**config.mk**
```make
export PLATFORM = sky130hd
export DESIGN_NAME = tcr_texel_stage
export DESIGN_NICKNAME = d
export VERILOG_FILES = /design/src/sv/tcr_pkg.sv /design/src/sv/tcr_texel_stage.sv
export SDC_FILE = /design/constraint.sdc
export NUM_CORES = 2
export LEC_CHECK = 0
export BUFFER_PORTS_ARGS = -buffer_cell sky130_fd_sc_hd__buf_2
export CAP_MARGIN = 10
export CORE_MARGIN = 8
export CORE_UTILIZATION = 30
export CTS_CLUSTER_DIAMETER = 120
export CTS_CLUSTER_SIZE = 20
export DETAILED_ROUTE_END_ITERATION = 8
export PLACE_DENSITY = 0.5
export SLEW_MARGIN = 40
export SYNTH_ARGS = -nofsm -noshare
export SYNTH_HDL_FRONTEND = slang
export SYNTH_SLANG_ARGS = --single-unit
```
**constraint.sdc**
```tcl
create_clock -name clk -period 1.8 [get_ports clk]
set_input_delay 0.27 -clock clk [delete_from_list [all_inputs] [get_ports clk]]
set_output_delay 0.27 -clock clk [all_outputs]
set_load 0.03 [all_outputs]
```
**src/sv/tcr_pkg.sv**
```systemverilog
`timescale 1ns / 1ps
`default_nettype none

package tcr_pkg;

	// request codes
	localparam logic [1:0] REQ_DRAW  = 2'd0;
	localparam logic [1:0] REQ_TEXEL = 2'd1;
	localparam logic [1:0] REQ_COLOR = 2'd2;

	// register indexes
	localparam logic REG_CHAR_BASE  = 1'b0;
	localparam logic REG_COLOR_BASE = 1'b1;

	// cell codes and colors
	localparam logic [7:0] CODE_SOLID  = 8'd160;
	localparam logic [7:0] CODE_BLANK  = 8'd32;
	localparam logic [7:0] FLOOR_COLOR = 8'd9;
	localparam logic [7:0] BLANK_COLOR = 8'd0;
	localparam logic [7:0] SIDE_OFFSET = 8'd2;
	localparam int         FRAC_BITS   = 4;

	// table geometry: one bank bit above an 8-bit index
	localparam int MEM_AW = 9;

	typedef enum logic [1:0] {
		KIND_BLANK,
		KIND_WALL,
		KIND_FLOOR
	} cell_kind_t;

	typedef struct packed {
		logic [1:0] req_type;
		logic [5:0] column;
		logic [7:0] wall_start;
		logic [7:0] wall_end;
		logic       side_horizontal;
		logic [7:0] texture_column;
		logic [7:0] row_step;
		logic       material;
		logic [7:0] table_index;
		logic [7:0] table_data;
	} req_t;

	typedef struct packed {
		logic [15:0] char_address;
		logic [15:0] color_address;
		logic [7:0]  char_code;
		logic [7:0]  cell_color;
		logic        last_row;
	} result_t;

	// one row travelling down the lookup pipeline
	typedef struct packed {
		logic        valid;
		cell_kind_t  kind;
		logic        last;
		logic        bank;
		logic        horiz;
		logic [15:0] offset;
	} row_t;

	// table write port
	typedef struct packed {
		logic              we;
		logic [MEM_AW-1:0] addr;
		logic [7:0]        data;
	} load_t;

endpackage

`default_nettype wire

```
**src/sv/tcr_texel_stage.sv**
```systemverilog
`timescale 1ns / 1ps
`default_nettype none

module tcr_texel_stage (
	input  wire logic                  clk,
	input  wire logic                  arst_n,
	input  wire tcr_pkg::load_t        load,
	input  wire tcr_pkg::row_t         row_in,
	input  wire logic [tcr_pkg::MEM_AW-1:0] texel_addr,
	output tcr_pkg::row_t              row_out,
	output logic [tcr_pkg::MEM_AW-1:0] color_addr
);

	logic [7:0]    texel_mem [2**tcr_pkg::MEM_AW];
	logic [7:0]    texel_s1;
	tcr_pkg::row_t row_s1;
	logic [7:0]    ci;

	// texel store, one write and one registered read
	always_ff @(posedge clk) begin
		if (load.we) begin
			texel_mem[load.addr] <= load.data;
		end
		texel_s1 <= texel_mem[texel_addr];
	end

	// row control alongside the read
	always_ff @(posedge clk or negedge arst_n) begin
		if (!arst_n) begin
			row_s1.valid <= 1'b0;
		end else begin
			row_s1 <= row_in;
		end
	end

	// side shading shifts the color index
	assign ci         = texel_s1 + (row_s1.horiz ? tcr_pkg::SIDE_OFFSET : 8'd0);
	assign color_addr = {row_s1.bank, ci};
	assign row_out    = row_s1;

endmodule

`default_nettype wire

```
Yosys cells after proc, flatten, opt, wreduce, memory -nomap -nowiden. Memory sizes are Yosys's and may differ from the RTL's. A register that Yosys moved wholly into a read port is not among the register bits. Index checks and enable logic that the tools add are counted.

Bits in latches: 0. Bits in registers: 22. Input port bits: 51. RAM bits: 4096. Memories kept: 1. ROM bits: 0. Logic and storage cells: 11.

Memory list: texel_mem (words 512, width 8, rd ports 1, clocked after Yosys merged registers in 1, write ports 1, line tcr_texel_stage.sv:14) `logic [7:0] texel_mem [2**tcr_pkg::MEM_AW];`.

Magnitude comparators: 0. Shift operators: 0. Bitwise operators: 0. Add/sub/neg operators: 1. Div/mod/pow operators: 0. Reductions and logical operators: 0. $mul: 0. Eq/ne operators: 0. Mux-type cells: 3.

Operators by type and width (count): adder 8 x 2 -> 8 bit (1); 2-to-1 mux 1 bit (2); 2-to-1 mux 2 bit (1).

Depth between registers and ports, before layout.
Depth after elaboration: 2. Gate-level depth with buffers: 14. Depth with buffers taken out: 7.

Least setup slack after synthesis. OpenSTA, ideal clock, no wires.

Kind: in2reg. From: input port texel_addr[0] (netlist name). To: register texel_s1[0], read port of texel_mem. Stages on the path: 9. Data arrival time: 2.206 ns. Buffers on the path: 5. Setup time: 0.126 ns. Setup slack: -0.532 ns. Path through: buf_6 -> buf_12 -> buf_12 -> buf_6 -> buf_4 -> mux4_2 -> mux4_1 -> o21ai_0 -> nor4_1.

RTL lines: start, declared (line tcr_texel_stage.sv:9) `input wire logic [tcr_pkg::MEM_AW-1:0] texel_addr,`; end, declared (line tcr_texel_stage.sv:15) `logic [7:0] texel_s1;`.

Worst setup path in the final report.
From: register row_s1 (netlist bit row_out[16]). To: output port color_addr[5] (netlist name).

Cells in the longest elaborated chain, start to end: 2.

Ends and longest elaborated chain: start, declared (line tcr_texel_stage.sv:16) `tcr_pkg::row_t row_s1;`; start signal, assigned (line tcr_texel_stage.sv:32) `row_s1 <= row_in;`; 2-to-1 mux 2 bit (line tcr_texel_stage.sv:37) `assign ci = texel_s1 + (row_s1.horiz ? tcr_pkg::SIDE_OFFSET : 8'd0);`; adder 8 x 2 -> 8 bit (line tcr_texel_stage.sv:37); end, declared (line tcr_texel_stage.sv:11) `output logic [tcr_pkg::MEM_AW-1:0] color_addr`.

No other way between the ends.

==> metrics.md <==
| Metric | Value |
|---|---|
| Avg WL per Cell | `about 29 um` |
| Cell Pwr Density | `889 nW/um^2` |
| Layout cells sized above 1 | `roughly a third` |
| WP data required | `~1.5 ns` |
| Flop2flop setup slack | `-0.59 ns` |
| Leakage | `0.0643 uW` |
| Worst hold slack | `0.101 ns` |
| Via count | `slightly below 90000` |
| Post-synth ARST share | `0.0242%` |
| Post-synth EDFFs | `roughly 4000` |
| Fin crit share | `166%` |
| YS warnings | `0` |
| Highest routed layer | `met5` |
| Pre-CTS WS | `-2.57 ns` |
| Crit path max-delay family | `buffers and inverters` |
| CTS root buf | `clkbuf_16` |
| Clock Latency Late Sink | `between 1 and 1.5 ns` |
| CP cell instances | `buf_12 -> ha_4 -> ha_4 -> and3_4 -> buf_6 -> xor2_4 -> buf_6` |
| WP data arrival | `between 2 and 3 ns` |
| Predominant post-synthesis flop cell | `edfxtp_1` |
| Critical Path Start Type | `flip-flop` |
| Area growth from synthesis to layout | `20.0%` |
| Peak supply drop | `0.956 mV` |
| FF-to-FF path depth | `6` |
| TritonRoute pass-1 iters | `7` |
| Max Root-Sink Buffers | `4` |
| CP max stage delay | `0.42 ns` |
| MaxCap Viol Count | `0` |
| Die width | `between 700 and 800 um` |
| Vias in the first global route | `between 80000 and 90000` |
| Final HPWL DP | `roughly 350000 um` |
| Slowest CP cell | `edfxtp_1` |
| Tot Pwr | `around 170000 uW` |
| Met1 wire length | `roughly 220000 um` |
| Tmin final | `slightly below 3 ns` |
| Initial antenna violation count | `39` |
| Switching part of the total | `between 20 and 25%` |
| Non-filler cells, final | `between 15000 and 20000` |
| DR WL met2 | `roughly 240000 um` |
| Post-synthesis sequential area ratio | `76.1%` |
| Layout Nets | `slightly above 10000` |
| Syn Area/Cell | `19.8 um^2` |
| Worst Path Class, Setup | `reg -> out` |
| Max-slew violations | `0` |
| Critical Path Stages | `7` |
| Part of the power in registers | `roughly 60%` |
| Largest net degree at the start of global routing | `approximately 120` |
| Number of DRC markers in iteration 0 | `around 9300` |
| Final worst slack | `-1.18 ns` |
| CTS tree | `done` |
| Wire length on met3 | `about 30000 um` |
| Ports | `between 80 and 90` |
| Worst slew pin tran | `approximately 0.9 ns` |
| RSZ-0062 raised after global routing | `yes` |
| Synth Register Bits | `approximately 4100` |
| Commonest non-fill, non-tap cell in the layout | `edfxtp_1` |
| Initial Utilization | `about 30%` |
| CORE AREA | `approximately 540000 um^2` |
| CTS H-tree lvls | `4` |
| Combinational power share | `under 10%` |
| Placed cell count | `about 17000` |
| Max Clock Skew | `between 0.1 and 0.15 ns` |
| Status | `finished, violations left` |
| Synth Instances | `8230` |
| Vias per cell | `between 5 and 6` |
| Grt total ovfl | `0` |
| Final setup viols | `17` |
| Int Pwr | `134000 uW` |
| Buffers and inverters on the worst path | `3` |
| FP Rows | `270` |
| Detail Route Antenna Nets | `0` |
| Area of the die | `roughly 570000 um^2` |
| WL final | `between 500000 and 600000 um` |
| Chip Height | `between 700 and 800 um` |
| Hold path cells | `2` |
| Violated checks | `negative setup slack` |
| Final hold vios | `0` |
| Total track usage | `17.1%` |
| Hold Crit Class | `in -> reg` |
| CTS clk-pin slew, worst paths | `0.07 ns` |
| Clock Power Share | `between 30% and 40%` |
| PortBufs | `between 80 and 90` |
| Max_slew headroom | `between 40% and 50%` |
| Total CTS buffers | `230` |
| First-pass GRT wire length | `roughly 700000 um` |
| GPL Wtd Cong | `roughly 0.85` |
| Number of remaining DRC errors | `0` |
| Worst Path Max Fanout | `2` |
| Fmax achieved | `between 0.3 and 0.4 GHz` |
| Most frequent cells in the layout | `4117 x edfxtp_1, 1670 x buf_4, 756 x mux2i_1, 608 x nor2_1, 593 x mux4_2` |
| Crit. End Element | `output pin` |
| Mapped Area | `163000 um^2` |
| Syn_nets | `8283` |
| CTS Sinks | `between 4000 and 5000` |
| Net Sw Power | `39000 uW` |
| Post-synthesis cell type count | `between 90 and 100` |
worst reg2reg max path, cell delays in order (launching register included):
cell and delay (ns):
edfxtp_1 0.34, mux4_1 0.31, nor3_1 0.08, or4_4 0.56
nor4_4 0.56, a211oi_4 0.13, a211oi_2 0.24
per-layer routing:
layer	global-route usage, %	up-vias
met5	0	-
li1	-	37400
met1	24.1	47600
met4	3.90	20
met2	28.2	3076
met3	2.18	522
flip-flops by register name, summed over array words and instances, names as in the netlist:
name,cells
texel_mem,4096
texel_s1,8
color_addr,1
row_out,21
through the flow:
stage	TNS, ns	area [um^2]	util (%)
2_1_floorplan	-3.47	163000	-
3_3_place_gp	-313.29	187000	34.6
3_5_place_dp	-354.35	187000	34.6
4_1_cts	-11.39	194000	36.0
5_1_grt	-10.97	195000	36.1
6_report	-10.33	195000	36.1
cells by family after synthesis:
group                      Yosys count  share of synthesized area [%]
DFF                               4126                           76.1
AOI/OAI and AO/OA                  976                           4.27
adders and majority gates            2                         0.0154
xor gates and xnor gates             5                         0.0269
and+or+nand+nor                   1132                           3.08
buffers and inverters              539                           2.42
muxes                             1450                           14.1
final timing paths:
kind / to / startpoint
worst min register to register: texel_s1[1]$_DFF_P_ / texel_mem[46][1]$_DFFE_PP_
max in group asynchronous: row_out[21]$_DFF_PN0_ / arst_n
worst max register to register: texel_s1[3]$_DFF_P_ / texel_mem[107][3]$_DFFE_PP_
worst min-delay path: row_out[9]$_DFFE_PP_ / row_in[9]
worst max-delay path: color_addr[5] / row_out[16]$_DFFE_PP_
min in group asynchronous: row_out[21]$_DFF_PN0_ / arst_n
cell type report:
class	instances	area, um^2
flip-flops and latches	4126	124000
multi-input cells	3565	36500
clock buffers	269	5920
diodes	8	20.0
clock inverters	15	256
fillers	49800	345000
well taps	7208	9020
repair buffers	2094	19500
inverters	3	26.3
power by group through the flow:
| stage | Combinational (uW) | Sequential (uW) | Clock (uW) |
|---|---|---|---|
| CTS | 13800 | 106000 | 55100 |
| finish | 13900 | 106000 | 53700 |
| global placement | 13300 | 108000 | 0 |
| floorplan | 5560 | 108000 | 0 |
| detailed placement | 13400 | 108000 | 0 |
| global route | 14500 | 106000 | 57800 |
synthesized netlist by cell type (all sizes together) (67+ instances only):
cell / n / area, um^2
mux4: 643 / 14700
o21ai: 102 / 510
nand3: 67 / 340
buf: 293 / 2820
o22ai: 174 / 1090
nor2: 612 / 2300
mux2i: 764 / 7650
clkbuf: 243 / 1110
edfxtp: 4117 / 124000
nand2: 194 / 728
nor3: 83 / 420
o221ai: 303 / 2700
a21oi: 178 / 891
timing repair:
| item | CTS | global route |
|---|---|---|
| endpoints found under the setup margin | 24 | 20 |
| gates cloned | 0 | 1 |
| resized for setup | 215 | 143 |
| endpoints found under the hold margin | 1639 | 0 |
| setup buffers | 3 | 8 |
| pin swaps | 58 | 49 |
| hold buffers | 33 | 0 |
No activity file was read; power rests on OpenSTA's default activity.
