## config.mk

```make
export PLATFORM = sky130hd
export DESIGN_NAME = tcr_regs
export DESIGN_NICKNAME = d
export VERILOG_FILES = /design/src/sv/tcr_pkg.sv /design/src/sv/tcr_regs.sv
export SDC_FILE = /design/constraint.sdc
export NUM_CORES = 1
export LEC_CHECK = 0
export BUFFER_PORTS_ARGS = -buffer_cell sky130_fd_sc_hd__buf_4
export CAP_MARGIN = 20
export CORE_MARGIN = 2
export CORE_UTILIZATION = 45
export DETAILED_ROUTE_END_ITERATION = 12
export HOLD_SLACK_MARGIN = 0.08
export PLACE_DENSITY = 0.85
export SLEW_MARGIN = 10
export SYNTH_ARGS = -nofsm -noshare
export SYNTH_HDL_FRONTEND = slang
export SYNTH_SLANG_ARGS = --single-unit
```

## constraint.sdc

```tcl
create_clock -name clk -period 3.5 [get_ports clk]
set_clock_uncertainty 0.05 [all_clocks]
set_input_delay 0.7 -clock clk [delete_from_list [all_inputs] [get_ports clk]]
set_output_delay 0.7 -clock clk [all_outputs]
set_load 0.05 [all_outputs]
```

## src/sv/tcr_pkg.sv

```systemverilog
`timescale 1ns / 1ps
`default_nettype none

package tcr_pkg;

	// request codes
	localparam logic [1:0] REQ_DRAW  = 2'd0;
	localparam logic [1:0] REQ_TEXEL = 2'd1;
	localparam logic [1:0] REQ_COLOR = 2'd2;

	// register indexes
	localparam logic REG_CHAR_BASE  = 1'b0;
	localparam logic REG_COLOR_BASE = 1'b1;

	// cell codes and colors
	localparam logic [7:0] CODE_SOLID  = 8'd160;
	localparam logic [7:0] CODE_BLANK  = 8'd32;
	localparam logic [7:0] FLOOR_COLOR = 8'd9;
	localparam logic [7:0] BLANK_COLOR = 8'd0;
	localparam logic [7:0] SIDE_OFFSET = 8'd2;
	localparam int         FRAC_BITS   = 4;

	// table geometry: one bank bit above an 8-bit index
	localparam int MEM_AW = 9;

	typedef enum logic [1:0] {
		KIND_BLANK,
		KIND_WALL,
		KIND_FLOOR
	} cell_kind_t;

	typedef struct packed {
		logic [1:0] req_type;
		logic [5:0] column;
		logic [7:0] wall_start;
		logic [7:0] wall_end;
		logic       side_horizontal;
		logic [7:0] texture_column;
		logic [7:0] row_step;
		logic       material;
		logic [7:0] table_index;
		logic [7:0] table_data;
	} req_t;

	typedef struct packed {
		logic [15:0] char_address;
		logic [15:0] color_address;
		logic [7:0]  char_code;
		logic [7:0]  cell_color;
		logic        last_row;
	} result_t;

	// one row travelling down the lookup pipeline
	typedef struct packed {
		logic        valid;
		cell_kind_t  kind;
		logic        last;
		logic        bank;
		logic        horiz;
		logic [15:0] offset;
	} row_t;

	// table write port
	typedef struct packed {
		logic              we;
		logic [MEM_AW-1:0] addr;
		logic [7:0]        data;
	} load_t;

endpackage

`default_nettype wire

```

## src/sv/tcr_regs.sv

```systemverilog
`timescale 1ns / 1ps
`default_nettype none

module tcr_regs (
	input  wire logic        clk,
	input  wire logic        arst_n,
	input  wire logic        psel,
	input  wire logic        penable,
	input  wire logic        pwrite,
	input  wire logic [2:0]  paddr,
	input  wire logic [31:0] pwdata,
	output logic      [31:0] prdata,
	output logic             pready,
	output logic      [15:0] char_base,
	output logic      [15:0] color_base
);

	logic [15:0] char_base_q;
	logic [15:0] color_base_q;
	logic        wr_en;
	logic        idx;

	assign pready = 1'b1;
	assign wr_en  = psel && penable && pwrite;
	assign idx    = paddr[2];

	// register writes
	always_ff @(posedge clk or negedge arst_n) begin
		if (!arst_n) begin
			char_base_q  <= '0;
			color_base_q <= '0;
		end else if (wr_en) begin
			case (idx)
				tcr_pkg::REG_CHAR_BASE:  char_base_q  <= pwdata[15:0];
				tcr_pkg::REG_COLOR_BASE: color_base_q <= pwdata[15:0];
				default: ;
			endcase
		end
	end

	// read mux
	always_comb begin
		case (idx)
			tcr_pkg::REG_CHAR_BASE:  prdata = {16'd0, char_base_q};
			tcr_pkg::REG_COLOR_BASE: prdata = {16'd0, color_base_q};
			default:                 prdata = '0;
		endcase
	end

	assign char_base  = char_base_q;
	assign color_base = color_base_q;

endmodule

`default_nettype wire

```

## Word-level counts from Yosys, hierarchy flattened

Cells that the tools add are included.

- Memories kept: 0
- Bits in registers: 32
- Memory bits (read-only): 0
- Output and inout bits: 65
- RAM bits: 0
- Bits in latches: 0
- Bits of input ports: 40
- Logic and storage cells: 8

- Divide/modulo/power cells: 0
- Reduce and logical (&&, ||, !) cells: 4
- Bitwise logic cells: 1
- $add $sub $neg: 0
- Equality and inequality tests: 0
- Multipliers: 0
- Magnitude comparators: 0
- Muxes and demuxes: 1
- Shift operators: 0

Operators with widths:

| operator | count |
|---|---|
| one-hot mux 32 bit (2 select lines) | 1 |
| AND reduction 2 bit | 2 |
| logical AND 1 bit | 2 |
| inverter 1 bit | 1 |

## Longest topological paths before layout

Gate-level depths: netlist (run 1).

- Depth in word-level cells: 3
- Gate-level depth with buffers: 4
- Depth with buffers taken out: 2

## Worst setup path before layout (run 1)

No wires, ideal clock.

- Path kind: input port to output port
- Start: in paddr[2]
- End: out prdata[10]
- Data arrival time: 1.498 ns
- Slack: 1.252 ns
- Buffers on the path: 2
- Cell stages on the path: 3
- Required time: 2.750 ns
- Path through: buf_6 buf_2 mux2_2

- Word-level cells in the longest chain between the ends: 2

RTL lines:

| item | line | text |
|---|---|---|
| start: declaration | tcr_regs.sv:10 | `input wire logic [2:0] paddr,` |
| inverter 1 bit (no source line) | -- |  |
| one-hot mux 32 bit (2 select lines) * | tcr_regs.sv:43 | `case (idx)` |
| end: declaration | tcr_regs.sv:12 | `output logic [31:0] prdata,` |

Mark *: on every way between the ends. The rest lies on a longest branch, timed or not. The select of a mux whose other input is x is not followed.

## Final worst setup path (run 1)

- Start: in paddr[2]
- End: out prdata[7]

The elaborated chain is that of the path after synthesis.

==> results of run 1 <==
## power by group
| group | internal [mW] | switching, mW |
|---|---|---|
| Sequential | 0.451 | 0.0641 |
| Clock | 0.190 | 0.121 |
| Combinational | 0.288 | 0.609 |
| Total | 0.929 | 0.795 |
## critical path: stages
cell and delay (ps):
buf_4 250, mux2_2 380, buf_4 190
## layout make-up
| class | instances | area [um2] | share of cell area |
|---|---|---|---|
| Multi-Input combinational cell | 67 | 687 | 0.318 |
| Sequential cell | 32 | 801 | 0.371 |
| Timing Repair Buffer | 69 | 518 | 0.240 |
| Tap cell | 46 | 57.6 | 0.0267 |
| Clock inverter | 1 | 30.0 | 0.0139 |
| Clock buffer | 7 | 65.1 | 0.0301 |
## cell families after synthesis
family / count (synthesis) / synth area share
buf+inv: 21 / 0.104
simple gates: 2 / 0.0282
other cells: 2 / 0.00470
mux: 48 / 0.362
flops: 32 / 0.501
## flip-flops by register name, summed over array words and instances, names as in the netlist
| name | cells |
|---|---|
| char_base | 16 |
| color_base | 16 |
## layer usage
metal,wire length (um),up-vias,global-route usage
li1,-,478,-
met1,1250,522,0.202
met2,1840,53,0.325
met3,270,2,0.0589
met4,23,0,0.0652
met5,0,-,0
## worst max path at each step
stage	to	slack, ps	cells after the start
global route	prdata[4]	1180	3
CTS	prdata[12]	1210	3
floorplan	prdata[10]	1250	3
finish	prdata[7]	1220	3
detailed placement	prdata[12]	1210	3
global placement	prdata[13]	1220	3
## cell usage after synthesis
master    number
dfrtp_1       32
conb_1         2
nand4b_4       1
nand4_4        1
mux2_2        38
mux2_4        10
buf_6          3
buf_2          1
buf_4         17
## cell usage in the layout, fill, tap and decap left out, drive strengths merged
| cell | count |
|---|---|
| buf | 69 |
| bufinv | 1 |
| clkbuf | 7 |
| conb | 17 |
| dfrtp | 32 |
| mux2 | 48 |
| nand4 | 1 |
| nand4b | 1 |
==> impl_metrics.toml, run 1 <==
[die]
die_x_um = 63.6
initial_core_util = 0.475
num_io_pins = 105
die_h_um = 63.6
dieArea_um2 = 4040
rows = 21
core_um2 = 3360

[routing]
vias_per_cell = 4.75
drcViolationCount = 0
drtAntennaViolNets = 0
via_count = 1055
wl_per_cell_um = 15.3
drtPass1Iterations = 3
drtIter0Drc = 14
routed_wl_um = 3390

[cts]
path_clk_slew_ps = 100
clockRootBuffer = "clkbuf_4"
clock_path_buffers = 2
cts_htree_levels = 2
cts.sinks = 32
cts_tree = "yes"
cts_hold_buf = 0
cts_setup_buffers = 0
clock_latency_ps = 310
ctsResizeCount = 0
cts_buffers = 5

[synth]
ys_types = 9
synth-seq-area-share = 0.501
post-synth-top-area-cell = "dfrtp_1"
ys_ff_latch = 32
syn_area_per_cell_um2 = 15.2
yosysWarnings = 0
netlist_instances = 105
synth_area_um2 = 1600
yosys-top-cells-area = "dfrtp_1 50%, mux2_2 27%, mux2_4 9.4%, buf_4 8.0%, buf_6 2.1%"
yosysTopAreaCellShare = 0.501

[timing]
fin_tns_setup_ps = 0
finalSetupViolations = 0
fin_ws_ps = 1220
timing.final.crit_period_ps = 2280
fmax_mhz = 438
fin_crit_sh = 0.652
fin_hold_ws_ps = 246
hold_viol_final = 0
drv_slew = 0
rsz0062_at_grt = "no"

[critical_path]
regToRegSetupSlack_ps = 2650
arrival_ps = 1530
worstSetupPathType = "in -> out"
endpoint_kind = "primary output"
r2r_start = "color_base[8]$_DFFE_PN0P_"
cp.required_ps = 2750
cp-startpoint = "paddr[2]"
path_max_fanout = 18
r2r_end = "color_base[8]$_DFFE_PN0P_"
critPathLaunchType = "primary input"
r2r_cells = 1

[grt]
grt.total_usage = 0.182
grt_pass1_wl_um = 5610
grt_pass1_vias = 1124
grt_overflow_total = 0
grt_max_degree = 33
grt_antenna_before_repair = 0

[power_and_ir_drop]
p_leak_nw = 1.11
max-vdd-ir-drop_mv = 0.453
total_power_mw = 1.72
powerDensity_nw_per_um2 = 798

[placed_design]
dpl.hpwl_um = 2530
place_congestion = 0.648
postPlaceCellArea_um2 = 2060
io_buffer_count = 69
dp_cells = 214
pre_cts_ws_ps = 1210

[cells_and_area]
fillers = 269
area_growth_syn_to_layout_pct = 35.1
layout-drive-gt1-share = 0.722
final_area_um2 = 2160
stdcell_count = 222
antennaDiodeCount = 0
final_core_util = 0.642
nets = 215

[min_path]
holdCritPathClass = "in -> async"

[job]
maxCapViolCount = 0

[outcome]
status = "complete, no violations"
Note: power is estimated with default switching activity, not from simulation.
==> run 2: changes to the inputs <==
--- a/config.mk
+++ b/config.mk
@@ -8,10 +8,10 @@
 export BUFFER_PORTS_ARGS = -buffer_cell sky130_fd_sc_hd__buf_4
 export CAP_MARGIN = 20
 export CORE_MARGIN = 2
-export CORE_UTILIZATION = 45
+export CORE_UTILIZATION = 42
 export DETAILED_ROUTE_END_ITERATION = 12
 export HOLD_SLACK_MARGIN = 0.08
-export PLACE_DENSITY = 0.85
+export PLACE_DENSITY = 0.8
 export SLEW_MARGIN = 10
 export SYNTH_ARGS = -nofsm -noshare
 export SYNTH_HDL_FRONTEND = slang
==> constraint.sdc (replaced) <==
create_clock -name clk -period 2.16 [get_ports clk]
set_clock_uncertainty 0.05 [all_clocks]
set_input_delay 0.432 -clock clk [delete_from_list [all_inputs] [get_ports clk]]
set_output_delay 0.432 -clock clk [all_outputs]
set_load 0.05 [all_outputs]
==> run 2 against run 1 <==
  * Total power rose by 59%
  * Clock power grew 46%
  * Non-clock buffer count is 1 higher
  * Sequential share of layout area decreased by 0.13 points
  * First-iteration DRC count is 21% higher
  * Register-to-register slack lost 1300 ps
  * Die area grew 6.7%
  * Flip-flop and latch count unchanged
  * Setup slack got worse by 800 ps
  * Hold slack better by 100 ps
  * Critical endpoint is now prdata[8]
  * Largest cell class unchanged
  * Largest power group unchanged
==> impl_metrics.toml, run 2 (same netlist as run 1, synthesis figures left out) <==
[die]
core_um2 = 3660
die_x_um = 65.7
num_io_pins = 105
rows = 22
die_h_um = 65.7
dieArea_um2 = 4310
initial_core_util = 0.436

[timing]
rsz0062_at_grt = "no"
finalSetupViolations = 0
fmax_mhz = 575
timing.final.crit_period_ps = 1740
drv_slew = 0
fin_hold_ws_ps = 347
fin_tns_setup_ps = 0
hold_viol_final = 0
fin_crit_sh = 0.805

[cts]
cts_setup_buffers = 0
ctsResizeCount = 0
clock_path_buffers = 2
cts_htree_levels = 2
cts_tree = "yes"
cts_hold_buf = 1
cts_buffers = 5
path_clk_slew_ps = 60
clock_latency_ps = 270
cts.sinks = 32
clockRootBuffer = "clkbuf_8"

[grt]
use_met3 = 0.0634
grtUsageMet2 = 0.280
grt_pass1_vias = 1075
grt_antenna_before_repair = 0
grt_max_degree = 33
grt.busiest_layer = "met2"
grt_pass1_wl_um = 4950
grt.total_usage = 0.153
grt_overflow_total = 0
grt.met1_usage = 0.164

[critical_path]
r2r_start = "color_base[12]$_DFFE_PN0P_"
arrival_ps = 1260
regToRegSetupSlack_ps = 1320
critPathCapture = "prdata[8]"
r2r_cells = 1
critPathLaunchType = "primary input"
path_max_fanout = 18
worstSetupPathType = "in -> out"
cp-startpoint = "paddr[2]"
cp.required_ps = 1680
r2r_end = "color_base[12]$_DFFE_PN0P_"
endpoint_kind = "primary output"

[routing]
drtIter0Drc = 17
routed_wl_um = 3170
drtAntennaViolNets = 0
via_count = 1040
drtPass1Iterations = 3
drcViolationCount = 0
wl_per_cell_um = 14.1
vias_per_cell = 4.62

[placed_design]
place_congestion = 0.727
dpl.hpwl_um = 2330
postPlaceCellArea_um2 = 2070
io_buffer_count = 69

[cells_and_area]
area_growth_syn_to_layout_pct = 35.6
final_area_um2 = 2170
multiInputGateArea_um2 = 687
final_cell_mix = "69 x buf_4, 38 x mux2_2, 32 x dfrtp_1"
layout_commonest_cell = "buf_4"
layout-drive-gt1-share = 0.706
nets = 216
antennaDiodeCount = 0
final_core_util = 0.592
fillers = 308
seq_area_um2 = 801

[power_and_ir_drop]
combPwrFrac = 0.528
p_int_mw = 1.46
power_frac_seq = 0.305
p_leak_nw = 1.10
netSwitchingFraction = 0.466
p_clk_frac = 0.166
powerDensity_nw_per_um2 = 1260
power.switching_mw = 1.28
max-vdd-ir-drop_mv = 0.697

[outcome]
status = "complete, no violations"

[min_path]
holdCritPathClass = "in -> reg"

[job]
maxCapViolCount = 0
[run 2: how the worst min path moves through the flow]
| stage | from | end | cells after the start |
|---|---|---|---|
| floorplan | arst_n | char_base[0]$_DFFE_PN0P_ | 0 |
| CTS | pwdata[0] | char_base[0]$_DFFE_PN0P_ | 2 |
| finish | pwdata[6] | char_base[6]$_DFFE_PN0P_ | 2 |
| detailed placement | arst_n | color_base[13]$_DFFE_PN0P_ | 1 |
| global route | pwdata[2] | char_base[2]$_DFFE_PN0P_ | 2 |
| global placement | arst_n | char_base[15]$_DFFE_PN0P_ | 1 |
[run 2: metal layers]
metal	wire length (um)	up-vias	part of all wire
li1	-	476	-
met1	1180	520	0.37
met2	1750	44	0.55
met3	237	0	0.075
met4	0	0	0
met5	0	-	0
[run 2: metrics by stage]
| stage | setup WS (ps) | power, mW | instances |
|---|---|---|---|
| floorplan | 448 | 1.89 | 120 |
| global placement | 424 | 2.27 | 216 |
| detailed placement | 409 | 2.30 | 216 |
| CTS | 408 | 2.77 | 225 |
| global route | 391 | 2.86 | 225 |
| finish | 421 | 2.74 | 225 |
[run 2: worst max-delay path, cell delays in order]
cell	delay [ps]
buf_4	250
mux2_2	380
buf_4	190
[run 2: layout make-up]
cell class / count / area share
Tap cell: 48 / 0.0277
Timing Repair Buffer: 70 / 0.244
Sequential cell: 32 / 0.370
Clock buffer: 8 / 0.0416
Multi-Input combinational cell: 67 / 0.317
[run 2: power by group through the flow]
| stage | clock (mW) | combinational, mW | sequential [mW] |
|---|---|---|---|
| 5_1_grt | 0.510 | 1.49 | 0.855 |
| 3_5_place_dp | 0 | 1.45 | 0.845 |
| 6_report | 0.454 | 1.45 | 0.835 |
| 4_1_cts | 0.473 | 1.46 | 0.837 |
| 3_3_place_gp | 0 | 1.44 | 0.833 |
| 2_1_floorplan | 0 | 0.598 | 1.30 |
