==> src/sv/tcr_pkg.sv <==
`timescale 1ns / 1ps
`default_nettype none

package tcr_pkg;

	// request codes
	localparam logic [1:0] REQ_DRAW  = 2'd0;
	localparam logic [1:0] REQ_TEXEL = 2'd1;
	localparam logic [1:0] REQ_COLOR = 2'd2;

	// register indexes
	localparam logic REG_CHAR_BASE  = 1'b0;
	localparam logic REG_COLOR_BASE = 1'b1;

	// cell codes and colors
	localparam logic [7:0] CODE_SOLID  = 8'd160;
	localparam logic [7:0] CODE_BLANK  = 8'd32;
	localparam logic [7:0] FLOOR_COLOR = 8'd9;
	localparam logic [7:0] BLANK_COLOR = 8'd0;
	localparam logic [7:0] SIDE_OFFSET = 8'd2;
	localparam int         FRAC_BITS   = 4;

	// table geometry: one bank bit above an 8-bit index
	localparam int MEM_AW = 9;

	typedef enum logic [1:0] {
		KIND_BLANK,
		KIND_WALL,
		KIND_FLOOR
	} cell_kind_t;

	typedef struct packed {
		logic [1:0] req_type;
		logic [5:0] column;
		logic [7:0] wall_start;
		logic [7:0] wall_end;
		logic       side_horizontal;
		logic [7:0] texture_column;
		logic [7:0] row_step;
		logic       material;
		logic [7:0] table_index;
		logic [7:0] table_data;
	} req_t;

	typedef struct packed {
		logic [15:0] char_address;
		logic [15:0] color_address;
		logic [7:0]  char_code;
		logic [7:0]  cell_color;
		logic        last_row;
	} result_t;

	// one row travelling down the lookup pipeline
	typedef struct packed {
		logic        valid;
		cell_kind_t  kind;
		logic        last;
		logic        bank;
		logic        horiz;
		logic [15:0] offset;
	} row_t;

	// table write port
	typedef struct packed {
		logic              we;
		logic [MEM_AW-1:0] addr;
		logic [7:0]        data;
	} load_t;

endpackage

`default_nettype wire

==> src/sv/tcr_row_gen.sv <==
`timescale 1ns / 1ps
`default_nettype none

module tcr_row_gen #(
	parameter int SCREEN_ROWS = 25,
	parameter int TEXEL_SHIFT = 4,
	parameter int ROW_PITCH   = 40
) (
	input  wire logic                       clk,
	input  wire logic                       arst_n,
	input  wire logic                       draw_go,
	input  wire tcr_pkg::req_t              req,
	output tcr_pkg::row_t                   row,
	output logic [tcr_pkg::MEM_AW-1:0]      texel_addr,
	output logic                            active
);

	localparam int RW = (SCREEN_ROWS > 1) ? $clog2(SCREEN_ROWS) : 1;

	logic          active_q;
	logic [RW-1:0] row_q;
	logic [7:0]    acc_q;
	logic [15:0]   off_q;
	logic [7:0]    start_q;
	logic [7:0]    end_q;
	logic          bank_q;
	logic          horiz_q;
	logic [7:0]    tex_col_q;
	logic [7:0]    step_q;

	logic [7:0]          row_w;
	logic                is_last;
	tcr_pkg::cell_kind_t kind;
	logic [7:0]          tex_base;
	logic [7:0]          tex_idx;

	assign row_w   = 8'(row_q);
	assign is_last = (row_q == RW'(SCREEN_ROWS - 1));

	// classify the current row
	always_comb begin
		if (row_w >= start_q && row_w < end_q) begin
			kind = tcr_pkg::KIND_WALL;
		end else if (row_w >= end_q) begin
			kind = tcr_pkg::KIND_FLOOR;
		end else begin
			kind = tcr_pkg::KIND_BLANK;
		end
	end

	// texel index from column and accumulator integer part
	assign tex_base   = tex_col_q << TEXEL_SHIFT;
	assign tex_idx    = tex_base + {4'd0, acc_q[7:tcr_pkg::FRAC_BITS]};
	assign texel_addr = {bank_q, tex_idx};

	always_comb begin
		row.valid  = active_q;
		row.kind   = kind;
		row.last   = is_last;
		row.bank   = bank_q;
		row.horiz  = horiz_q;
		row.offset = off_q;
	end

	assign active = active_q;

	// row sequencer
	always_ff @(posedge clk or negedge arst_n) begin
		if (!arst_n) begin
			active_q <= 1'b0;
			row_q    <= '0;
			acc_q    <= '0;
		end else if (draw_go) begin
			active_q <= 1'b1;
			row_q    <= '0;
			acc_q    <= '0;
		end else if (active_q) begin
			if (kind == tcr_pkg::KIND_WALL) begin
				acc_q <= acc_q + step_q;
			end
			if (is_last) begin
				active_q <= 1'b0;
				row_q    <= '0;
			end else begin
				row_q <= row_q + 1'b1;
			end
		end
	end

	// draw parameters and running buffer offset
	always_ff @(posedge clk) begin
		if (draw_go) begin
			off_q     <= {10'd0, req.column};
			start_q   <= req.wall_start;
			end_q     <= req.wall_end;
			bank_q    <= req.material;
			horiz_q   <= req.side_horizontal;
			tex_col_q <= req.texture_column;
			step_q    <= req.row_step;
		end else if (active_q) begin
			off_q <= off_q + 16'(ROW_PITCH);
		end
	end

endmodule

`default_nettype wire

==> config.mk <==
export PLATFORM = sky130hd
export DESIGN_NAME = tcr_row_gen
export DESIGN_NICKNAME = d
export VERILOG_FILES = /design/src/sv/tcr_pkg.sv /design/src/sv/tcr_row_gen.sv
export SDC_FILE = /design/constraint.sdc
export NUM_CORES = 1
export LEC_CHECK = 0
export BUFFER_PORTS_ARGS = -buffer_cell sky130_fd_sc_hd__clkbuf_2
export CAP_MARGIN = 10
export CORE_ASPECT_RATIO = 0.8
export CORE_UTILIZATION = 51
export CTS_CLUSTER_DIAMETER = 100
export DETAILED_ROUTE_END_ITERATION = 10
export PLACE_DENSITY = 0.8
export RECOVER_POWER = 100
export SLEW_MARGIN = 40
export SYNTH_ARGS = -nofsm -noshare
export SYNTH_HDL_FRONTEND = slang
export SYNTH_SLANG_ARGS = --single-unit
==> constraint.sdc <==
create_clock -name clk -period 2.2 [get_ports clk]
set_input_delay 0.33 -clock clk [delete_from_list [all_inputs] [get_ports clk]]
set_output_delay 0.33 -clock clk [all_outputs]
set_load 0.005 [all_outputs]
After elaboration in Yosys (flattened, before gate mapping)
Cells that the tools add are included.
{"block": "word_totals", "in_bits": 61, "wordCells": 37, "register_bits": 60}
{"block": "op_classes", "eq_ne": 2, "mux": 13, "add_sub_neg": 4, "order_cmp": 3, "n_reduce_logical": 4}
{"operator": "$mux 8", "n": 3}
{"operator": "$add 16x6->16 const B", "n": 1}
{"operator": "$ge 5x8->1", "n": 2}
{"operator": "$mux 5", "n": 3}
{"operator": "$mux 6", "n": 2}
{"operator": "$add 8x4->8", "n": 1}
{"operator": "$add 8x8->8", "n": 1}
{"operator": "$lt 5x8->1", "n": 1}
{"operator": "$add 5x1->5 const B", "n": 1}
{"operator": "$eq 5x5->1 const B", "n": 1}
{"operator": "$mux 2", "n": 2}
{"operator": "$reduce_bool 2->1", "n": 2}
{"operator": "$mux 1", "n": 3}
{"operator": "$eq 2x1->1 const B", "n": 1}
{"operator": "$reduce_and 2->1", "n": 1}
{"operator": "$logic_and 1x1->1", "n": 1}

Logic depth before layout (Yosys ltp)
Gate-level depths: netlist (run 1).
{"block": "logic_depth", "ltp_word": 7, "mapped_depth": 8, "mapped_depth_nobuf": 7}

Worst setup path before layout (run 1)
No wires, ideal clock.
{"block": "synth_path", "kind": "register to register", "startpoint": "register acc_q[4]", "endpoint": "register acc_q[7]", "setup_slack_ns": 0.233, "setup_time_ns": 0.125, "path_buffers": 0, "arrival_time_ns": 1.842, "synth_period_minus_slack_ns": 1.967, "stages_incl_launch_ff": 7, "t_required_ns": 2.075, "cell_sequence": "dfrtp_1 > ha_1 > or4_4 > o21ai_2 > o21a_2 > o2111ai_2 > mux2_4"}
{"block": "synth_via", "elab_chain_cells": 4}
{"element": "start, declared", "line_no": "tcr_row_gen.sv:22", "source": "logic [7:0] acc_q;"}
{"element": "start signal, assigned", "line_no": "tcr_row_gen.sv:79", "source": "acc_q <= acc_q + step_q;"}
{"element": "$add 8x8->8", "line_no": "tcr_row_gen.sv:79"}
{"element": "$mux 8", "line_no": "tcr_row_gen.sv:78", "source": "if (kind == tcr_pkg::KIND_WALL) begin"}
{"element": "$mux 8", "line_no": "tcr_row_gen.sv:77", "source": "end else if (active_q) begin"}
{"element": "$mux 8", "line_no": "tcr_row_gen.sv:73", "source": "end else if (draw_go) begin"}
No other way between the ends. The select of a mux whose other input is x is not followed.
A chain may end at the register's enable or synchronous reset.

==> results of run 1 <==
## registers in the layout (all words and copies together) (netlist names), 4 cells and up
| signal | cells |
|---|---|
| tex_col_q | 4 |
| step_q | 8 |
| end_q | 8 |
| acc_q | 8 |
| row_q | 5 |
| start_q | 8 |
| off_q | 16 |
## critical path, stage by stage (launching register included)
cell      delay [ps]
dfrtp_1          400
ha_1             360
a211oi_2         320
a21oi_2          120
nor2_2           160
buf_2            140
## where the power goes
group | leakage [nW] | internal (mW) | switching (mW) | total (mW)
Clock | 0.0989 | 0.631 | 0.428 | 1.06
Combinational | 0.867 | 0.140 | 0.156 | 0.297
Sequential | 0.622 | 1.28 | 0.0468 | 1.32
## kinds of logic (layout without fill, tap and decap cells)
kind of cell | Yosys count | count (layout) | share of synthesized area (%)
fa+ha+maj | 21 | 21 | 9.12
simple gates | 63 | 63 | 11.5
xor+xnor | 10 | 10 | 2.96
buf+inv | 35 | 122 | 6.33
flops | 60 | 60 | 55.1
mux | 2 | 2 | 0.887
compound gates | 65 | 65 | 14.1
## final cells by class
type / instances / area share [%]
clock buffers: 9 / 3.36
repair buffers: 88 / 12.6
clock inverters: 7 / 2.48
multi-input cells: 161 / 32.9
well taps: 78 / 2.64
inverters: 18 / 1.83
flip-flops and latches: 60 / 44.3
## metal layers
metal	part of all wire (%)	vias to the layer above
met5	0	-
met4	1.0	0
met3	5.5	9
met2	49	63
met1	45	1053
li1	-	1107
## synthesized netlist by cell type (all sizes together) (3+ instances only)
library cell	n	area (µm²)
nor3	5	25.0
xor2	6	52.6
o211ai	3	22.5
nand4	11	68.8
ha	20	250
a31oi	3	18.8
o21ai	19	98.9
nor2	9	33.8
nor2b	6	37.5
and2	4	25.0
xnor2	4	35.0
o31ai	6	45.0
dfrtp	14	350
buf	13	105
or3	6	37.5
nand2	12	45.0
a21oi	18	90.1
a21o	3	22.5
edfxtp	36	1080
clkbuf	4	15.0
inv	18	67.6
nand3	5	25.0
dfxtp	10	200
## worst paths after layout
check	slack [ps]	to	from
worst max-delay path	40	row[19]	row_q[3]
worst min register to register	500	off_q[14]	off_q[14]
min in group asynchronous	590	acc_q[1]	arst_n
worst min-delay path	170	step_q[7]	req[24]
worst max register to register	100	acc_q[7]	start_q[7]
max in group asynchronous	1060	row_q[1]	arst_n
## layout by cell type, fill, tap and decap left out, types with 2 or more instances in the layout
master / count
a21o_1: 3
a21oi_1: 15
a21oi_2: 3
a31oi_1: 3
and2_0: 2
and2_1: 2
buf_4: 14
bufinv_16: 2
clkbuf_1: 12
clkbuf_2: 59
clkbuf_8: 9
clkinvlp_4: 3
dfrtp_1: 13
dfxtp_1: 10
edfxtp_1: 36
ha_1: 18
ha_4: 2
inv_1: 16
inv_2: 2
nand2_1: 12
nand3_1: 5
nand4_1: 11
nor2_1: 8
nor2b_1: 4
nor3_1: 5
o211ai_1: 3
o21ai_0: 13
o21ai_1: 3
o21ai_2: 3
o311ai_1: 2
o31ai_1: 6
or3_1: 6
xnor2_1: 4
xor2_1: 6
## what timing repair did
action | 4_1_cts | 5_1_grt
endpoints found under the hold margin | 14 | 0
hold buffers | 1 | 0
pin swaps | 3 | 7
buffers inserted | 3 | 3
resized for setup | 5 | 13
setup endpoints to repair | 2 | 2
==> flow_metrics.py, run 1 <==
metrics = {
    "status": {
        "outcome": "complete, no violations",
    },
    "grt": {
        "top_usage_layer": "met2",
        "antenna_found_initial": 0,
        "overflow": 0,
        "grt_util_all_layers_pct": 19.6,
        "grt_pass1_vias": 2057,
        "use_met2_pct": 32.3,
        "grt_max_degree": 24,
        "groute.layer.met3.usage_pct": 6.15,
        "grt_pass1_wl_um": 9110,
        "use_met1_pct": 24.7,
    },
    "critical_path": {
        "endpoint_kind": "output port",
        "start_kind": "register",
        "worstPathMaxFanout": 3,
        "critPathRequiredTime_ps": 1870,
        "critical_path_arrival_ps": 1830,
        "worstSetupPathType": "register to output port",
        "r2r_cells": 7,
    },
    "logic_synthesis": {
        "syn_area_um2": 2960,
        "synth_top_flop_cell": "edfxtp_1",
        "synth_seq_cells": 60,
        "synth.distinct_cells": 48,
        "syn_area_per_cell_um2": 11.6,
        "ys_async_sr_fraction_pct": 23.3,
        "yosys_warnings": 0,
        "syn_inst": 256,
        "synth_fp_nets": 338,
        "synth_edf_count": 36,
        "ys_seq_area_share_pct": 55.1,
    },
    "timing": {
        "finalMaxSlewViolations": 0,
        "hold_viol_final": 0,
        "finClkSkew_ps": 7.75,
        "tightest_slew_ps": 994,
        "holdWs_ps": 169,
        "slew_headroom_pct": 33.7,
        "tns_ps": 0,
        "fmax_mhz": 462,
        "setup_ws_ps": 36.1,
        "finalCriticalPeriod_ps": 2160,
        "finalSetupViolCount": 0,
        "rsz0062_at_grt": "yes",
        "period_share_pct": 98.4,
    },
    "route": {
        "drt_iter0_markers": 87,
        "wl_per_cell_um": 13.7,
        "drc": 0,
        "wl_um": 5780,
        "detail-route-antenna-nets": 0,
        "vias": 2232,
        "dr.pass1.iters": 4,
        "vias_per_cell": 5.30,
    },
    "finish": {
        "multi_input_area_um2": 1210,
        "stdcell_count": 421,
        "finalInstanceArea_um2": 3690,
        "final_util_pct": 66.8,
        "n_antenna_cell": 0,
        "syn_to_final_growth_pct": 24.5,
        "drive_gt1_share_pct": 32.1,
        "nFillCells": 457,
        "area.sequential_um2": 1630,
        "fin_nets": 420,
    },
    "floorplanning": {
        "coreArea_um2": 5530,
        "initial_core_util_pct": 53.6,
        "ios": 93,
        "die-area_um2": 6120,
        "die-height_um": 70.2,
        "die_width_um": 87.2,
        "rows": 24,
    },
    "min_path": {
        "hold_depth": 1,
        "hold_path_class": "input port to register",
    },
    "pwr": {
        "power_mw": 2.68,
        "power.density_nw_per_um2": 726,
        "ir_worst_vdd_mv": 0.504,
        "leakage_nw": 1.59,
    },
    "clock_network": {
        "insertion_delay_ps": 330,
        "cts_inserted_buffers": 9,
        "cts_tree": "done",
        "path_clk_slew_ps": 70,
        "cts.sinks": 60,
        "cts_root_buf": "clkbuf_8",
        "htreeDepth": 3,
        "cts.path.max_buffers": 2,
    },
    "placed_design": {
        "gp_congestion": 0.842,
        "io_buffers": 70,
        "dpl_cell_area_um2": 3370,
        "place_hpwl_um": 4110,
        "dp.cells": 398,
        "dpl_worst_slack_ps": 155,
    },
    "flow_run": {
        "drv_cap": 0,
    },
}
Power figures use the tool's default switching activity.
==> run 2, diff against run 1 <==
--- a/config.mk
+++ b/config.mk
@@ -5,13 +5,14 @@
 export SDC_FILE = /design/constraint.sdc
 export NUM_CORES = 1
 export LEC_CHECK = 0
+export ABC_AREA = 1
 export BUFFER_PORTS_ARGS = -buffer_cell sky130_fd_sc_hd__clkbuf_2
 export CAP_MARGIN = 10
 export CORE_ASPECT_RATIO = 0.8
 export CORE_UTILIZATION = 51
 export CTS_CLUSTER_DIAMETER = 100
 export DETAILED_ROUTE_END_ITERATION = 10
-export PLACE_DENSITY = 0.8
+export PLACE_DENSITY = 0.79
 export RECOVER_POWER = 100
 export SLEW_MARGIN = 40
 export SYNTH_ARGS = -nofsm -noshare
==> flow_metrics.py, run 2 <==
metrics = {
    "logic_synthesis": {
        "synth_fp_nets": 408,
        "synth_commonest_cells": "nand2_1, inv_1, edfxtp_1",
        "synth.distinct_cells": 33,
        "syn_area_um2": 3070,
        "ys_async_sr_fraction_pct": 23.3,
        "synth_edf_count": 36,
        "ys_top_cells_by_area": "edfxtp_1, dfrtp_1, nand2_1",
        "syn_inst": 326,
        "synth_area_leader_cell": "edfxtp_1",
        "ys_seq_area_share_pct": 53.2,
        "yosys_warnings": 0,
        "synth_seq_cells": 60,
        "synth_most_common_cell": "nand2_1",
        "synth_top_area_share_pct": 35.2,
        "syn_area_per_cell_um2": 9.41,
        "synth_top_flop_cell": "edfxtp_1",
    },
    "finish": {
        "top_register": "off_q",
        "nFillCells": 464,
        "final_util_pct": 65.9,
        "n_antenna_cell": 0,
        "syn_to_final_growth_pct": 20.5,
        "final_common_cell": "nand2_1",
        "largest_reg_flops": 16,
        "final_cell_mix": "nand2_1, clkbuf_2, inv_1",
        "fin_nets": 481,
        "stdcell_count": 482,
        "drive_gt1_share_pct": 23.3,
    },
    "critical_path": {
        "r2r_slack_ps": 260,
        "worstSetupPathType": "register to output port",
        "worstPathMaxFanout": 6,
        "start_kind": "register",
        "critPathRequiredTime_ps": 1870,
        "endpoint_kind": "output port",
        "critical_path_arrival_ps": 1850,
    },
    "timing": {
        "holdWs_ps": 167,
        "finClkSkew_ps": 4.37,
        "finalCriticalPeriod_ps": 2180,
        "finalMaxSlewViolations": 0,
        "finalSetupViolCount": 0,
        "tns_ps": 0,
        "hold_viol_final": 0,
        "tightest_slew_ps": 1200,
        "period_share_pct": 99.2,
        "fmax_mhz": 458,
        "slew_headroom_pct": 20.1,
    },
    "route": {
        "dr.pass1.iters": 4,
        "drc": 0,
        "vias_per_cell": 4.93,
        "detail-route-antenna-nets": 0,
        "wl_per_cell_um": 12.5,
        "vias": 2377,
        "drt_iter0_markers": 97,
        "wl_um": 6040,
    },
    "grt": {
        "use_met1_pct": 23.0,
        "grt_util_all_layers_pct": 20.6,
        "overflow": 0,
        "grt_max_degree": 54,
        "groute.layer.met3.usage_pct": 9.10,
        "grt_pass1_vias": 2315,
        "top_usage_layer": "met2",
        "grt_pass1_wl_um": 9720,
        "use_met2_pct": 35.4,
        "antenna_found_initial": 0,
    },
    "clock_network": {
        "cts_inserted_buffers": 9,
        "cts_root_buf": "clkbuf_8",
        "htreeDepth": 3,
        "cts_tree": "done",
        "cts.path.max_buffers": 2,
        "cts.sinks": 60,
        "insertion_delay_ps": 330,
        "path_clk_slew_ps": 60,
    },
    "pwr": {
        "ir_worst_vdd_mv": 0.485,
        "power.density_nw_per_um2": 770,
        "leakage_nw": 1.77,
    },
    "floorplanning": {
        "die-height_um": 71.4,
        "rows": 24,
        "coreArea_um2": 5620,
        "ios": 93,
        "die_width_um": 88.7,
        "initial_core_util_pct": 54.7,
        "die-area_um2": 6330,
    },
    "placed_design": {
        "dp.cells": 461,
        "io_buffers": 70,
        "gp_congestion": 0.819,
        "place_hpwl_um": 4230,
    },
    "status": {
        "outcome": "complete, no violations",
    },
    "flow_run": {
        "drv_cap": 0,
    },
    "min_path": {
        "hold_path_class": "input port to register",
    },
}
run 2: cell count changes after synthesis, moves of 6 or more:
cell,previous run,this run
nand2_1,12,71
nand3_1,5,32
nor2b_1,6,0
or3_1,6,0
inv_1,18,51
nand4_1,11,3
o31ai_1,6,0
o21ai_0,14,7
nor2_1,9,19
run 2: cell type report:
class	count	area [µm²]	share of cell area (%)
Multi-Input combinational cell	198	1220	32.9
Sequential cell	60	1640	44.2
Clock inverter	2	10.0	0.271
Tap cell	78	97.6	2.64
Clock buffer	14	163	4.40
Timing Repair Buffer	76	372	10.0
Inverter	54	204	5.51
run 2: power by group:
part	switching, mW	leakage [nW]	internal, mW
clock network	0.387	0.0905	0.467
logic	0.334	1.07	0.260
registers	0.0863	0.609	1.31
run 2: path summary, 6_finish.rpt:
kind / startpoint / to / cells after the start
setup / recovery: row_q[3] / row[19] / 7
hold / removal: req[47] / start_q[5] / 1
setup reg to reg: row_q[3] / acc_q[7] / 7
hold reg to reg: off_q[14] / off_q[14] / 1
max in group asynchronous: arst_n / row_q[4] / 2
min in group asynchronous: arst_n / row_q[3] / 2
run 2: through the flow:
stage                     total power [mW]  setup WS [ps]  area (µm²)
after global placement                1.96            343        3440
after CTS                             2.86           6.12        3620
after global routing                  3.04          -85.8        3700
after floorplan                       1.84            606        3070
final                                 2.85           18.6        3700
after detailed placement              2.00            272        3440
run 2: critical path, cell delays in order (launching register included):
cell and delay [ps]:
dfrtp_2 490, ha_4 270, a21oi_1 190, nand2_1 90
a21oi_2 220, nand2_2 100, inv_1 60, clkbuf_2 100
run 2: kinds of logic (layout without fill, tap and decap cells):
| family | count (synthesis) | after routing | synth area share, % |
|---|---|---|---|
| xor gates and xnor gates | 9 | 9 | 2.57 |
| adders and majority gates | 21 | 21 | 8.81 |
| AOI/OAI and AO/OA | 28 | 28 | 5.06 |
| and+or+nand+nor | 140 | 140 | 20.9 |
| DFF | 60 | 60 | 53.2 |
| buffers and inverters | 68 | 146 | 9.50 |
run 2: metal layers:
| metal | wire length (µm) | up-vias | part of all wire [%] |
|---|---|---|---|
| li1 | - | 1199 | - |
| met1 | 2620 | 1086 | 43 |
| met4 | 87 | 0 | 1.4 |
| met3 | 373 | 13 | 6.2 |
| met5 | 0 | - | 0 |
| met2 | 2960 | 79 | 49 |
run 2: timing repair:
| action | 4_1_cts | 5_1_grt |
|---|---|---|
| pin swaps | 0 | 3 |
| hold buffers | 1 | 0 |
| endpoints found under the hold margin | 14 | 0 |
| resized for setup | 3 | 13 |
| setup buffers | 0 | 4 |
| cloned | 0 | 0 |
| setup endpoints to repair | 2 | 2 |
==> run 3, diff against run 2 <==
==> constraint.sdc (replaced) <==
create_clock -name clk -period 2.2 [get_ports clk]
set_input_delay 0.44 -clock clk [delete_from_list [all_inputs] [get_ports clk]]
set_output_delay 0.44 -clock clk [all_outputs]
set_load 0.005 [all_outputs]
==> flow_metrics.py, run 3 (same netlist as run 2, synthesis figures left out) <==
metrics = {
    "finish": {
        "syn_to_final_growth_pct": 26.6,
        "final_util_pct": 69.2,
        "final_common_cell": "nand2_1",
        "largest_reg_flops": 16,
        "top_register": "off_q",
        "n_antenna_cell": 0,
        "drive_gt1_share_pct": 31.4,
        "nFillCells": 449,
        "fin_nets": 488,
        "final_cell_mix": "nand2_1, clkbuf_2, inv_1",
    },
    "clock_network": {
        "cts_tree": "done",
        "insertion_delay_ps": 350,
        "cts.sinks": 60,
        "cts_root_buf": "clkbuf_8",
        "cts.path.max_buffers": 2,
        "path_clk_slew_ps": 70,
        "cts_inserted_buffers": 9,
        "htreeDepth": 3,
    },
    "critical_path": {
        "r2r_slack_ps": 300,
        "r2r_cells": 12,
        "worstSetupPathType": "register to output port",
        "crit_top_cell": "inv_1",
        "setup.worst_path.end": "row[19]",
        "worst_r2r_endpoint": "acc_q[3]",
        "crit_slowest_cell": "dfrtp_2",
        "crit_path_start": "row_q[4]",
        "endpoint_kind": "output port",
        "slowest_delay_ps": 450,
        "start_kind": "register",
        "critical_path_arrival_ps": 1790,
        "path_cells": "ha_1, inv_1, nor3_2, nand2_1, nand3_2, nand2_2, inv_1, clkbuf_2",
        "r2r-start": "row_q[0]",
        "worstPathMaxFanout": 3,
        "critPathRequiredTime_ps": 1760,
    },
    "pwr": {
        "leakage_nw": 1.83,
        "ir_worst_vdd_mv": 0.458,
        "power.density_nw_per_um2": 775,
        "power_mw": 3.01,
    },
    "grt": {
        "grt_max_degree": 54,
        "overflow": 0,
        "antenna_found_initial": 0,
        "grt_pass1_wl_um": 10100,
        "grt_pass1_vias": 2303,
        "grt_util_all_layers_pct": 21.4,
    },
    "flow_run": {
        "drv_cap": 0,
    },
    "floorplanning": {
        "rows": 24,
        "die-area_um2": 6330,
        "ios": 93,
        "die-height_um": 71.4,
        "coreArea_um2": 5620,
        "die_width_um": 88.7,
        "initial_core_util_pct": 54.7,
    },
    "route": {
        "wl_per_cell_um": 14.2,
        "drc": 0,
        "wl_um": 6940,
        "met1Wirelength_um": 2920,
        "vias": 2440,
        "detail-route-antenna-nets": 0,
        "drt_iter0_markers": 163,
        "route.met2.wl_um": 3610,
        "top_layer": "met4",
        "met3_length_um": 347,
        "dr.pass1.iters": 4,
        "vias_per_cell": 4.99,
    },
    "placed_design": {
        "gp_congestion": 0.827,
        "io_buffers": 70,
        "place_hpwl_um": 4170,
    },
    "timing": {
        "period_share_pct": 101,
        "slew_headroom_pct": 19.7,
        "setup_ws_ps": -27.5,
        "fmax_mhz": 449,
        "rsz0062_at_grt": "yes",
        "tightest_slew_ps": 1200,
        "finalCriticalPeriod_ps": 2230,
        "holdWs_ps": 195,
        "finalMaxSlewViolations": 0,
        "hold_viol_final": 0,
        "finClkSkew_ps": 11.7,
        "finalSetupViolCount": 2,
    },
    "min_path": {
        "hold_path_class": "input port to async pin",
    },
    "status": {
        "outcome": "finished with violations",
        "violations": "negative setup slack",
    },
}
==> run 3: cell count changes in the layout (fill, tap and decap cells not counted), sizes merged <==
| cell | before | now |
|---|---|---|
| buf | 4 | 12 |
| clkinvlp | 0 | 2 |
| clkbuf | 85 | 84 |
| clkinv | 4 | 3 |
| dlygate4sd3 | 1 | 0 |
==> run 3: power breakdown <==
part	total [mW]	internal, mW	switching, mW
Clock	0.963	0.535	0.428
Sequential	1.40	1.31	0.0872
Combinational	0.650	0.286	0.364
Total	3.01	2.13	0.879
==> run 3: stage by stage <==
| step | area (µm²) | setup slack [ps] | setup TNS, ps | instances |
|---|---|---|---|---|
| floorplan | 3070 | 502 | 0 | 326 |
| global placement | 3450 | 237 | 0 | 461 |
| detailed placement | 3450 | 197 | 0 | 461 |
| CTS | 3740 | -9.11 | -9.11 | 484 |
| global route | 3890 | -104 | -191 | 489 |
| finish | 3890 | -27.5 | -52.6 | 489 |
==> run 3: cell type report <==
cell class	instances	area [µm²]	area share, %
Sequential cell	60	1640	42.1
Multi-Input combinational cell	198	1310	33.8
Timing Repair Buffer	83	433	11.1
Inverter	54	206	5.31
Clock buffer	13	180	4.64
Tap cell	78	97.6	2.51
Clock inverter	3	17.5	0.451
==> run 3: worst min-delay path by stage <==
stage,from,end,slack [ps]
global placement,arst_n,active,370
CTS,arst_n,acc_q[1],20
global route,arst_n,acc_q[1],260
finish,arst_n,acc_q[1],200
detailed placement,arst_n,acc_q[5],380
floorplan,arst_n,acc_q[0],140
==> run 3: critical path: cells and delay by family (launching register included) <==
family	cells	cell delay (ps)
adder cells (fa/ha/maj)	1	290
buffers and inverters	3	200
flip-flops	1	450
AND/OR/NAND/NOR	4	500
==> run 3: per-layer routing <==
| layer | global-route usage [%] | vias to the layer above |
|---|---|---|
| met5 | 0 | - |
| met4 | 7.35 | 0 |
| met3 | 6.11 | 6 |
| met2 | 36.0 | 81 |
| met1 | 26.5 | 1141 |
| li1 | - | 1212 |
==> run 3: timing repair <==
item | 4_1_cts | 5_1_grt
hold buffers | 0 | 0
setup endpoints to repair | 2 | 2
endpoints found under the hold margin | 0 | 0
cloned | 0 | 0
resized for setup | 9 | 28
pin swaps | 2 | 14
buffers inserted | 7 | 5
